--- config.mk ---
export PLATFORM = sky130hd
export DESIGN_NAME = bitmap_index_allocator
export DESIGN_NICKNAME = d
export VERILOG_FILES = /design/src/hdl/bia_pkg.sv /design/src/hdl/bia_ram.sv /design/src/hdl/bitmap_index_allocator.sv
export VERILOG_INCLUDE_DIRS = /design/src /design/src/hdl
export SDC_FILE = /design/constraint.sdc
export NUM_CORES = 2
export LEC_CHECK = 0
export BUFFER_PORTS_ARGS = -buffer_cell sky130_fd_sc_hd__buf_4
export CAP_MARGIN = 10
export CELL_PAD_IN_SITES_DETAIL_PLACEMENT = 1
export CELL_PAD_IN_SITES_GLOBAL_PLACEMENT = 1
export CORE_ASPECT_RATIO = 1.4
export CORE_MARGIN = 10
export CORE_UTILIZATION = 45
export CTS_CLUSTER_SIZE = 8
export DETAILED_ROUTE_END_ITERATION = 10
export MAX_ROUTING_LAYER = met4
export PLACE_DENSITY_LB_ADDON = 0.15
export SLEW_MARGIN = 10
export SYNTH_ARGS = -nofsm -noshare
export SYNTH_HDL_FRONTEND = slang
export SYNTH_SLANG_ARGS = --single-unit
export TNS_END_PERCENT = 5
--- constraint.sdc ---
create_clock -name clk -period 7.65 [get_ports clk]
set_input_delay 0.3825 -clock clk [delete_from_list [all_inputs] [get_ports clk]]
set_output_delay 0.3825 -clock clk [all_outputs]
set_load 0.02 [all_outputs]
--- src/hdl/assert_macros.svh ---
// ----------------------------------------------------------------------------
// Assertion macros
// Shared concurrent assertion forms, clocked and held off during reset.
// ----------------------------------------------------------------------------
`ifndef ASSERT_MACROS_SVH
`define ASSERT_MACROS_SVH

// same-cycle implication
`define ASSERT_NOW(label, clk, rst, ante, cons, msg) \
  label: assert property (@(posedge clk) disable iff (rst) (ante) |-> (cons)) \
    else $error(msg);

// next-cycle implication
`define ASSERT_NEXT(label, clk, rst, ante, cons, msg) \
  label: assert property (@(posedge clk) disable iff (rst) (ante) |=> (cons)) \
    else $error(msg);

`endif

--- src/hdl/bia_pkg.sv ---
// ----------------------------------------------------------------------------
// Bitmap index allocator package
// Request and response words, operation and status codes, word search.
// ----------------------------------------------------------------------------
`default_nettype none

package bia_pkg;

  localparam int WordW = 32;
  localparam int BitW  = 5;
  localparam int IdxW  = 10;
  localparam int SizeW = 11;

  typedef enum logic [1:0] {
    OP_ALLOC_FIRST = 2'd0,
    OP_ALLOC_FROM  = 2'd1,
    OP_CLAIM       = 2'd2,
    OP_RELEASE     = 2'd3
  } op_t;

  typedef enum logic [2:0] {
    ST_OK      = 3'd0,
    ST_NO_FREE = 3'd1,
    ST_TAKEN   = 3'd2,
    ST_NOT_SET = 3'd3,
    ST_RANGE   = 3'd4
  } status_t;

  typedef struct packed {
    op_t              operation;
    logic [IdxW-1:0]  index;
  } req_t;

  typedef struct packed {
    status_t          status;
    logic [IdxW-1:0]  granted_index;
  } rsp_t;

  typedef struct packed {
    logic             found;
    logic [BitW-1:0]  pos;
  } find_t;

  // lowest set bit of a word
  function automatic find_t first_set(input logic [WordW-1:0] v);
    find_t f;
    f.found = 1'b0;
    f.pos   = '0;
    for (int i = WordW - 1; i >= 0; i--) begin
      if (v[i]) begin
        f.found = 1'b1;
        f.pos   = BitW'(i);
      end
    end
    return f;
  endfunction

endpackage

`default_nettype wire

--- src/hdl/bia_ram.sv ---
// ----------------------------------------------------------------------------
// Generic single-port-write RAM
// One write and one registered read per cycle.
// ----------------------------------------------------------------------------
`default_nettype none

module bia_ram #(
  parameter int WIDTH = 32,
  parameter int DEPTH = 32
) (
  input  wire logic                                  clk,
  input  wire logic                                  we,
  input  wire logic [(DEPTH > 1 ? $clog2(DEPTH) : 1)-1:0] waddr,
  input  wire logic [WIDTH-1:0]                      wdata,
  input  wire logic                                  re,
  input  wire logic [(DEPTH > 1 ? $clog2(DEPTH) : 1)-1:0] raddr,
  output logic      [WIDTH-1:0]                      rdata
);

  logic [WIDTH-1:0] mem [DEPTH];

  always_ff @(posedge clk) begin
    if (we) begin
      mem[waddr] <= wdata;
    end
    if (re) begin
      rdata <= mem[raddr];
    end
  end

endmodule

`default_nettype wire

--- src/hdl/bitmap_index_allocator.sv ---
// ----------------------------------------------------------------------------
// Bitmap index allocator
// Used-index bitmap in RAM, 32 bits per word, with word-wise free search.
// ----------------------------------------------------------------------------
// Claim and release read their map word, update the bit in scan and respond from done;
// out of range, a request goes from idle straight to done, as does an allocate with an
// empty search range. Allocate reads one RAM word per cycle in scan until a free bit is
// found or the last word is read. Requests stall until the response is loaded.
// Reset: size returns to 1024; a clearing pass then writes zero to every RAM word,
// one per cycle (MAX_ENTRIES/32 rounded up), and requests stall until it ends.
`default_nettype none
`include "assert_macros.svh"

module bitmap_index_allocator #(
  parameter int MAX_ENTRIES = 1024
) (
  input  wire logic                     clk,
  input  wire logic                     rst,
  input  wire logic                     cfg_valid,
  output logic                          cfg_ready,
  input  wire logic [bia_pkg::SizeW-1:0] cfg_data,
  input  wire logic                     req_valid,
  output logic                          req_stall,
  input  wire bia_pkg::req_t            req,
  output logic                          rsp_valid,
  input  wire logic                     rsp_stall,
  output bia_pkg::rsp_t                 rsp
);

  localparam int NumWords = (MAX_ENTRIES + bia_pkg::WordW - 1) / bia_pkg::WordW;
  localparam int AW       = NumWords > 1 ? $clog2(NumWords) : 1;
  localparam int PW       = AW + bia_pkg::BitW;
  localparam int CW       = (PW > bia_pkg::SizeW ? PW : bia_pkg::SizeW) + 1;

  typedef enum logic [3:0] {
    S_CLEAR = 4'b0001,
    S_IDLE  = 4'b0010,
    S_SCAN  = 4'b0100,
    S_DONE  = 4'b1000
  } state_t;

  state_t                      state;
  logic [AW-1:0]               clr_addr;
  logic [bia_pkg::SizeW-1:0]   active_size;
  bia_pkg::op_t                op;
  logic [bia_pkg::BitW-1:0]    bit_sel;
  logic [AW-1:0]               word;
  logic                        first;
  bia_pkg::rsp_t               res;

  logic [bia_pkg::SizeW-1:0]   size;
  logic [CW-1:0]               size_ext;
  logic [bia_pkg::IdxW-1:0]    req_start;
  logic                        req_in_range;
  logic                        accept;
  logic                        is_alloc;
  logic [CW-1:0]               base_ext;
  logic [CW-1:0]               rem;
  logic [bia_pkg::WordW-1:0]   hi_mask;
  logic [bia_pkg::WordW-1:0]   lo_mask;
  logic [bia_pkg::WordW-1:0]   free_bits;
  bia_pkg::find_t              hit;
  logic                        last_word;
  logic                        cur_bit;
  logic [bia_pkg::WordW-1:0]   bit_onehot;
  logic [bia_pkg::WordW-1:0]   hit_onehot;
  logic                        scan_next;
  logic                        res_load;

  logic                        ram_we;
  logic [AW-1:0]               ram_waddr;
  logic [bia_pkg::WordW-1:0]   ram_wdata;
  logic                        ram_re;
  logic [AW-1:0]               ram_raddr;
  logic [bia_pkg::WordW-1:0]   ram_rdata;

  assign cfg_ready = 1'b1;

  assign size = (32'(active_size) < 32'(MAX_ENTRIES)) ? active_size
                                                      : bia_pkg::SizeW'(MAX_ENTRIES);
  assign size_ext = CW'(size);

  assign req_stall    = (state != S_IDLE);
  assign accept       = req_valid && !req_stall;
  assign req_start    = (req.operation == bia_pkg::OP_ALLOC_FIRST) ? '0 : req.index;
  assign req_in_range = CW'(req_start) < size_ext;

  assign is_alloc   = (op == bia_pkg::OP_ALLOC_FIRST) || (op == bia_pkg::OP_ALLOC_FROM);
  assign base_ext   = CW'({word, {bia_pkg::BitW{1'b0}}});
  assign rem        = size_ext - base_ext;
  assign hi_mask    = (rem >= CW'(bia_pkg::WordW)) ? '1
                    : (bia_pkg::WordW'(1) << rem[bia_pkg::BitW-1:0]) - bia_pkg::WordW'(1);
  assign lo_mask    = first ? ({bia_pkg::WordW{1'b1}} << bit_sel) : '1;
  assign free_bits  = ~ram_rdata & hi_mask & lo_mask;
  assign hit        = bia_pkg::first_set(free_bits);
  assign last_word  = (base_ext + CW'(bia_pkg::WordW)) >= size_ext;
  assign cur_bit    = ram_rdata[bit_sel];
  assign bit_onehot = bia_pkg::WordW'(1) << bit_sel;
  assign hit_onehot = bia_pkg::WordW'(1) << hit.pos;
  assign scan_next  = (state == S_SCAN) && is_alloc && !hit.found && !last_word;
  assign res_load   = (state == S_DONE) && (!rsp_valid || !rsp_stall);

  always_comb begin
    ram_re    = (accept && req_in_range) || scan_next;
    ram_raddr = (state == S_SCAN) ? AW'(word + AW'(1)) : AW'(req_start >> bia_pkg::BitW);
    ram_we    = 1'b0;
    ram_waddr = word;
    ram_wdata = ram_rdata;
    unique case (state)
      S_CLEAR: begin
        ram_we    = 1'b1;
        ram_waddr = clr_addr;
        ram_wdata = '0;
      end
      S_SCAN: begin
        unique case (op)
          bia_pkg::OP_ALLOC_FIRST, bia_pkg::OP_ALLOC_FROM: begin
            ram_we    = hit.found;
            ram_wdata = ram_rdata | hit_onehot;
          end
          bia_pkg::OP_CLAIM: begin
            ram_we    = !cur_bit;
            ram_wdata = ram_rdata | bit_onehot;
          end
          bia_pkg::OP_RELEASE: begin
            ram_we    = cur_bit;
            ram_wdata = ram_rdata & ~bit_onehot;
          end
          default: begin
            ram_we = 1'b0;
          end
        endcase
      end
      default: begin
        ram_we = 1'b0;
      end
    endcase
  end

  bia_ram #(
    .WIDTH (bia_pkg::WordW),
    .DEPTH (NumWords)
  ) u_map (
    .clk   (clk),
    .we    (ram_we),
    .waddr (ram_waddr),
    .wdata (ram_wdata),
    .re    (ram_re),
    .raddr (ram_raddr),
    .rdata (ram_rdata)
  );

  always_ff @(posedge clk) begin
    if (rst) begin
      state       <= S_CLEAR;
      clr_addr    <= '0;
      active_size <= bia_pkg::SizeW'(1024);
      rsp_valid   <= 1'b0;
    end else begin
      if (cfg_valid && cfg_ready) begin
        active_size <= cfg_data;
      end
      if (res_load) begin
        rsp_valid <= 1'b1;
      end else if (!rsp_stall) begin
        rsp_valid <= 1'b0;
      end
      unique case (state)
        S_CLEAR: begin
          clr_addr <= AW'(clr_addr + AW'(1));
          if (clr_addr == AW'(NumWords - 1)) begin
            state <= S_IDLE;
          end
        end
        S_IDLE: begin
          if (accept) begin
            state <= req_in_range ? S_SCAN : S_DONE;
          end
        end
        S_SCAN: begin
          if (!scan_next) begin
            state <= S_DONE;
          end
        end
        S_DONE: begin
          if (res_load) begin
            state <= S_IDLE;
          end
        end
        default: begin
          state <= S_IDLE;
        end
      endcase
    end
  end

  always_ff @(posedge clk) begin
    if (res_load) begin
      rsp <= res;
    end
    if (accept) begin
      op      <= req.operation;
      bit_sel <= req_start[bia_pkg::BitW-1:0];
      word    <= AW'(req_start >> bia_pkg::BitW);
      first   <= 1'b1;
      res     <= '{status: ((req.operation == bia_pkg::OP_ALLOC_FIRST) ||
                            (req.operation == bia_pkg::OP_ALLOC_FROM))
                           ? bia_pkg::ST_NO_FREE : bia_pkg::ST_RANGE,
                   granted_index: '0};
    end else if (state == S_SCAN) begin
      if (scan_next) begin
        word  <= AW'(word + AW'(1));
        first <= 1'b0;
      end
      unique case (op)
        bia_pkg::OP_ALLOC_FIRST, bia_pkg::OP_ALLOC_FROM: begin
          res <= hit.found
               ? '{status: bia_pkg::ST_OK,
                   granted_index: bia_pkg::IdxW'({word, hit.pos})}
               : '{status: bia_pkg::ST_NO_FREE, granted_index: '0};
        end
        bia_pkg::OP_CLAIM: begin
          res <= '{status: cur_bit ? bia_pkg::ST_TAKEN : bia_pkg::ST_OK,
                   granted_index: '0};
        end
        bia_pkg::OP_RELEASE: begin
          res <= '{status: cur_bit ? bia_pkg::ST_OK : bia_pkg::ST_NOT_SET,
                   granted_index: '0};
        end
        default: begin
          res <= res;
        end
      endcase
    end
  end

  `ASSERT_NEXT(a_one_in_flight, clk, rst, accept, req_stall, "request taken while busy")
  `ASSERT_NOW(a_write_phase, clk, rst, ram_we, (state == S_CLEAR) || (state == S_SCAN),
    "map written outside clear or scan")
  `ASSERT_NOW(a_single_bit, clk, rst, ram_we && (state == S_SCAN),
    $countones(ram_wdata ^ ram_rdata) == 1, "update changes other than one bit")
  `ASSERT_NOW(a_grant_zero, clk, rst, rsp_valid && (rsp.status != bia_pkg::ST_OK),
    rsp.granted_index == '0, "index returned with failing status")

endmodule

`default_nettype wire
==> summary.txt <==
Outcome
  • Status: completed

Placement
  • Post-DP HPWL: 93.7 mm
  • PortBufs: 42
  • GP Congestion: 0.944
  • Placed cells: 5348

Global routing
  • M2 GR Usage: 45.0%
  • GR Util met3: 3.71%
  • Gr busiest metal: met2
  • First-pass GRT wire length: 236 mm
  • Vias in the first global route: 35.9k
  • GR Overflow Total: 0
  • Grt met1 use: 31.4%
  • Pin count of the biggest net entering global routing: 150
  • GRT Total Usage: 26.5%
  • Initial antenna violation count: 6

Logic synthesis
  • Yosys warns: 0
  • Synth cell count leaders: 1112 x nand2_1, 1084 x edfxtp_1, 283 x nand3_1
  • Synth area leader: edfxtp_1
  • Synthesis-stage register bit count: 1116
  • Post-synth EDFFs: 1084
  • Sequential share of the synthesized area: 68.6%
  • Syn_area_per_cell: 12.0 sq um
  • Cell Area, Synth: 48400 sq um
  • Post-Synthesis Cells: 4026
  • Post-synthesis net count: 4078
  • Synth async-reset ratio: 0%
  • Top FF cell, synth: edfxtp_1
  • Synth cell types: 89
  • Count leader, synth: nand2_1
  • Synth top area cells: edfxtp_1 67%, nand2_1 8.6%, a311oi_1 3.6%
  • Post-synth top area share: 67.3%

Drt
  • WL per Instance: 28.5 microns
  • Pre-antenna DRT Iters: 5
  • Final WL: 159 mm
  • DRC Markers: 0
  • Final ANT Viol Nets: 0
  • Vias per Instance: 6.16
  • DR iter-0 viols: 2862
  • Vias: 34.4k

Timing
  • Layout Skew: 63.9 ps
  • Min cycle time layout: 6590 ps
  • Max-slew violation count: 0
  • Setup_tns: 0 ps
  • Hold Vio Cnt, Final: 0
  • Max Freq: 152 MHz
  • Worst Tran Pin Value: 1240 ps
  • RSZ-0062 raised after global routing: false
  • Worst rel slew slack: 17.6%
  • Final Cycle Share: 86.2%
  • Final setup vio count: 0

Worst setup path
  • Arr. time, crit path: 7010 ps
  • RR Endpoint: u_map.mem[14][19]
  • R2R setup slack: 1060 ps
  • Critical path type: reg -> reg
  • CP required: 8070 ps
  • Critical-path maximum fanout: 19
  • R2R depth: 16
  • Worst reg2reg path startpoint: active_size[10]
  • Worst setup SP type: flop
  • Nature of the critical path endpoint: flop

Clock network
  • Root Driver: clkbuf_16
  • Clock buffer count from CTS: 157
  • Sink Count: 1116
  • CTS tree: built
  • Reg clk slew, reported paths: 50 ps
  • H-tree level count: 4
  • Clk_lat worst skew: 790 ps
  • Post-CTS Setup Bufs: 0
  • Longest Clk Path Bufs: 3

Final layout
  • Finished Layout Cells: 5589
  • Layout Area Growth over Synthesis: 15.7%
  • Share of cells above drive strength 1: 10.9%
  • Fin nets: 4152

Floorplan
  • Die Y: 408 microns
  • Row cnt: 142
  • Initial Utilization: 45.2%
  • I/O pin cnt: 44
  • Core ar.: 107000 sq um
  • Die Wd: 297 microns
  • Die footprint: 121000 sq um

Min path
  • Hold Crit Class: in -> reg
  • Hold Crit Depth: 2
  • Min-delay src: req[4]
  • Worst hold endpoint: bit_sel[4]

Flow run
  • Max-cap violations: 0

Power and ir drop
  • Max IR drop VDD: 228 uV
  • Leak Pwr: 19.8 nW
  • PwrDens: 275 nW/um^2
## sequential cells by signal (all words and copies together) (netlist names)
| signal | flops |
|---|---|
| u_map.rdata | 32 |
| word | 5 |
| rsp | 13 |
| op | 2 |
| first | 1 |
| clr_addr | 5 |
| u_map.mem | 1024 |
| res | 13 |
| active_size | 11 |
| bit_sel | 5 |
| state | 4 |
| rsp_valid | 1 |
## critical path, cell delays in order (launching register included)
cell,delay (ps)
dfxtp_1,300
buf_4,210
inv_1,230
nand2_1,160
ha_1,240
fa_1,400
xor2_1,170
and3_1,290
o211a_1,390
a221oi_1,390
nor3_1,110
and4bb_2,320
and4_1,280
o21ai_0,860
nand2_1,650
nor2_4,750
buf_4,480
## timing repair
| item | CTS | global route |
|---|---|---|
| hold endpoints to repair | 26 | 0 |
| hold buffers | 32 | 0 |
| resized for setup | 0 | 0 |
## cells in the final DEF (no fill, tap or decap), types with 23 or more instances in the layout
cell type,netlist,final
a211oi_1,41,39
a21o_1,48,48
a21oi_1,145,141
a311oi_1,199,199
a31oi_1,77,77
and3_1,138,138
buf_12,0,26
buf_4,5,140
clkbuf_1,236,34
clkbuf_16,0,158
dfxtp_1,32,32
dlygate4sd3_1,0,32
edfxtp_1,1084,1084
ha_1,23,23
inv_1,36,36
nand2_1,1112,1112
nand3_1,283,283
nor2_1,116,83
nor2_4,0,32
o21ai_0,74,71
## cell type report
type                            instances  area (sq um)
Antenna cell                            1          2.50
Sequential cell                      1116         33200
Multi-Input combinational cell       2588         14500
Inverter                               38           143
Clock buffer                          192          4080
Clock inverter                         15           380
Tap cell                             1440          1800
Timing Repair Buffer                  199          1900
Fill cell                           10834         51000
## metal layers
metal  vias to the layer above  wire (microns)
met5                         -               0
met4                         0            6450
met3                       317            8130
met2                      1177           81700
met1                     17821           63000
li1                      15128               -
## worst max-delay path by stage
stage	from	end	slack, ps	cells past startpoint
global placement	active_size[10]	u_map.mem[14][7]	1380	16
detailed placement	active_size[10]	u_map.mem[14][29]	1290	16
global route	active_size[10]	u_map.mem[14][18]	740	16
CTS	active_size[10]	u_map.mem[14][19]	1180	16
floorplan	active_size[10]	u_map.mem[0][12]	1320	17
finish	active_size[10]	u_map.mem[14][19]	1060	16
## kinds of logic after synthesis
family / synth area share [%]
compound gates: 10.9
flops: 68.6
simple gates: 16.2
fa+ha+maj: 0.657
other cells: 0.00775
mux: 0.734
buf+inv: 2.63
xor+xnor: 0.251
## report_power, final
part / internal, mW / switching [mW] / total, mW
registers: 7.11 / 0.0849 / 7.20
clock network: 3.78 / 2.62 / 6.41
logic: 0.466 / 1.34 / 1.80
total: 11.4 / 4.05 / 15.4
## metrics by stage
| step | cell area (sq um) | util (%) | total power [mW] | setup WS [ps] | hold WS [ps] |
|---|---|---|---|---|---|
| after detailed placement | 51200 | 47.8 | 9.08 | 1290 | 408 |
| after floorplan | 48400 | - | 8.25 | 1320 | 400 |
| final | 56000 | 52.3 | 15.4 | 1060 | 28.6 |
| after global routing | 56000 | 52.3 | 15.9 | 741 | 29.8 |
| after global placement | 51200 | 47.8 | 9.04 | 1380 | 402 |
| after CTS | 56000 | 52.3 | 15.5 | 1180 | 5.87 |
Power figures use the tool's default switching activity.
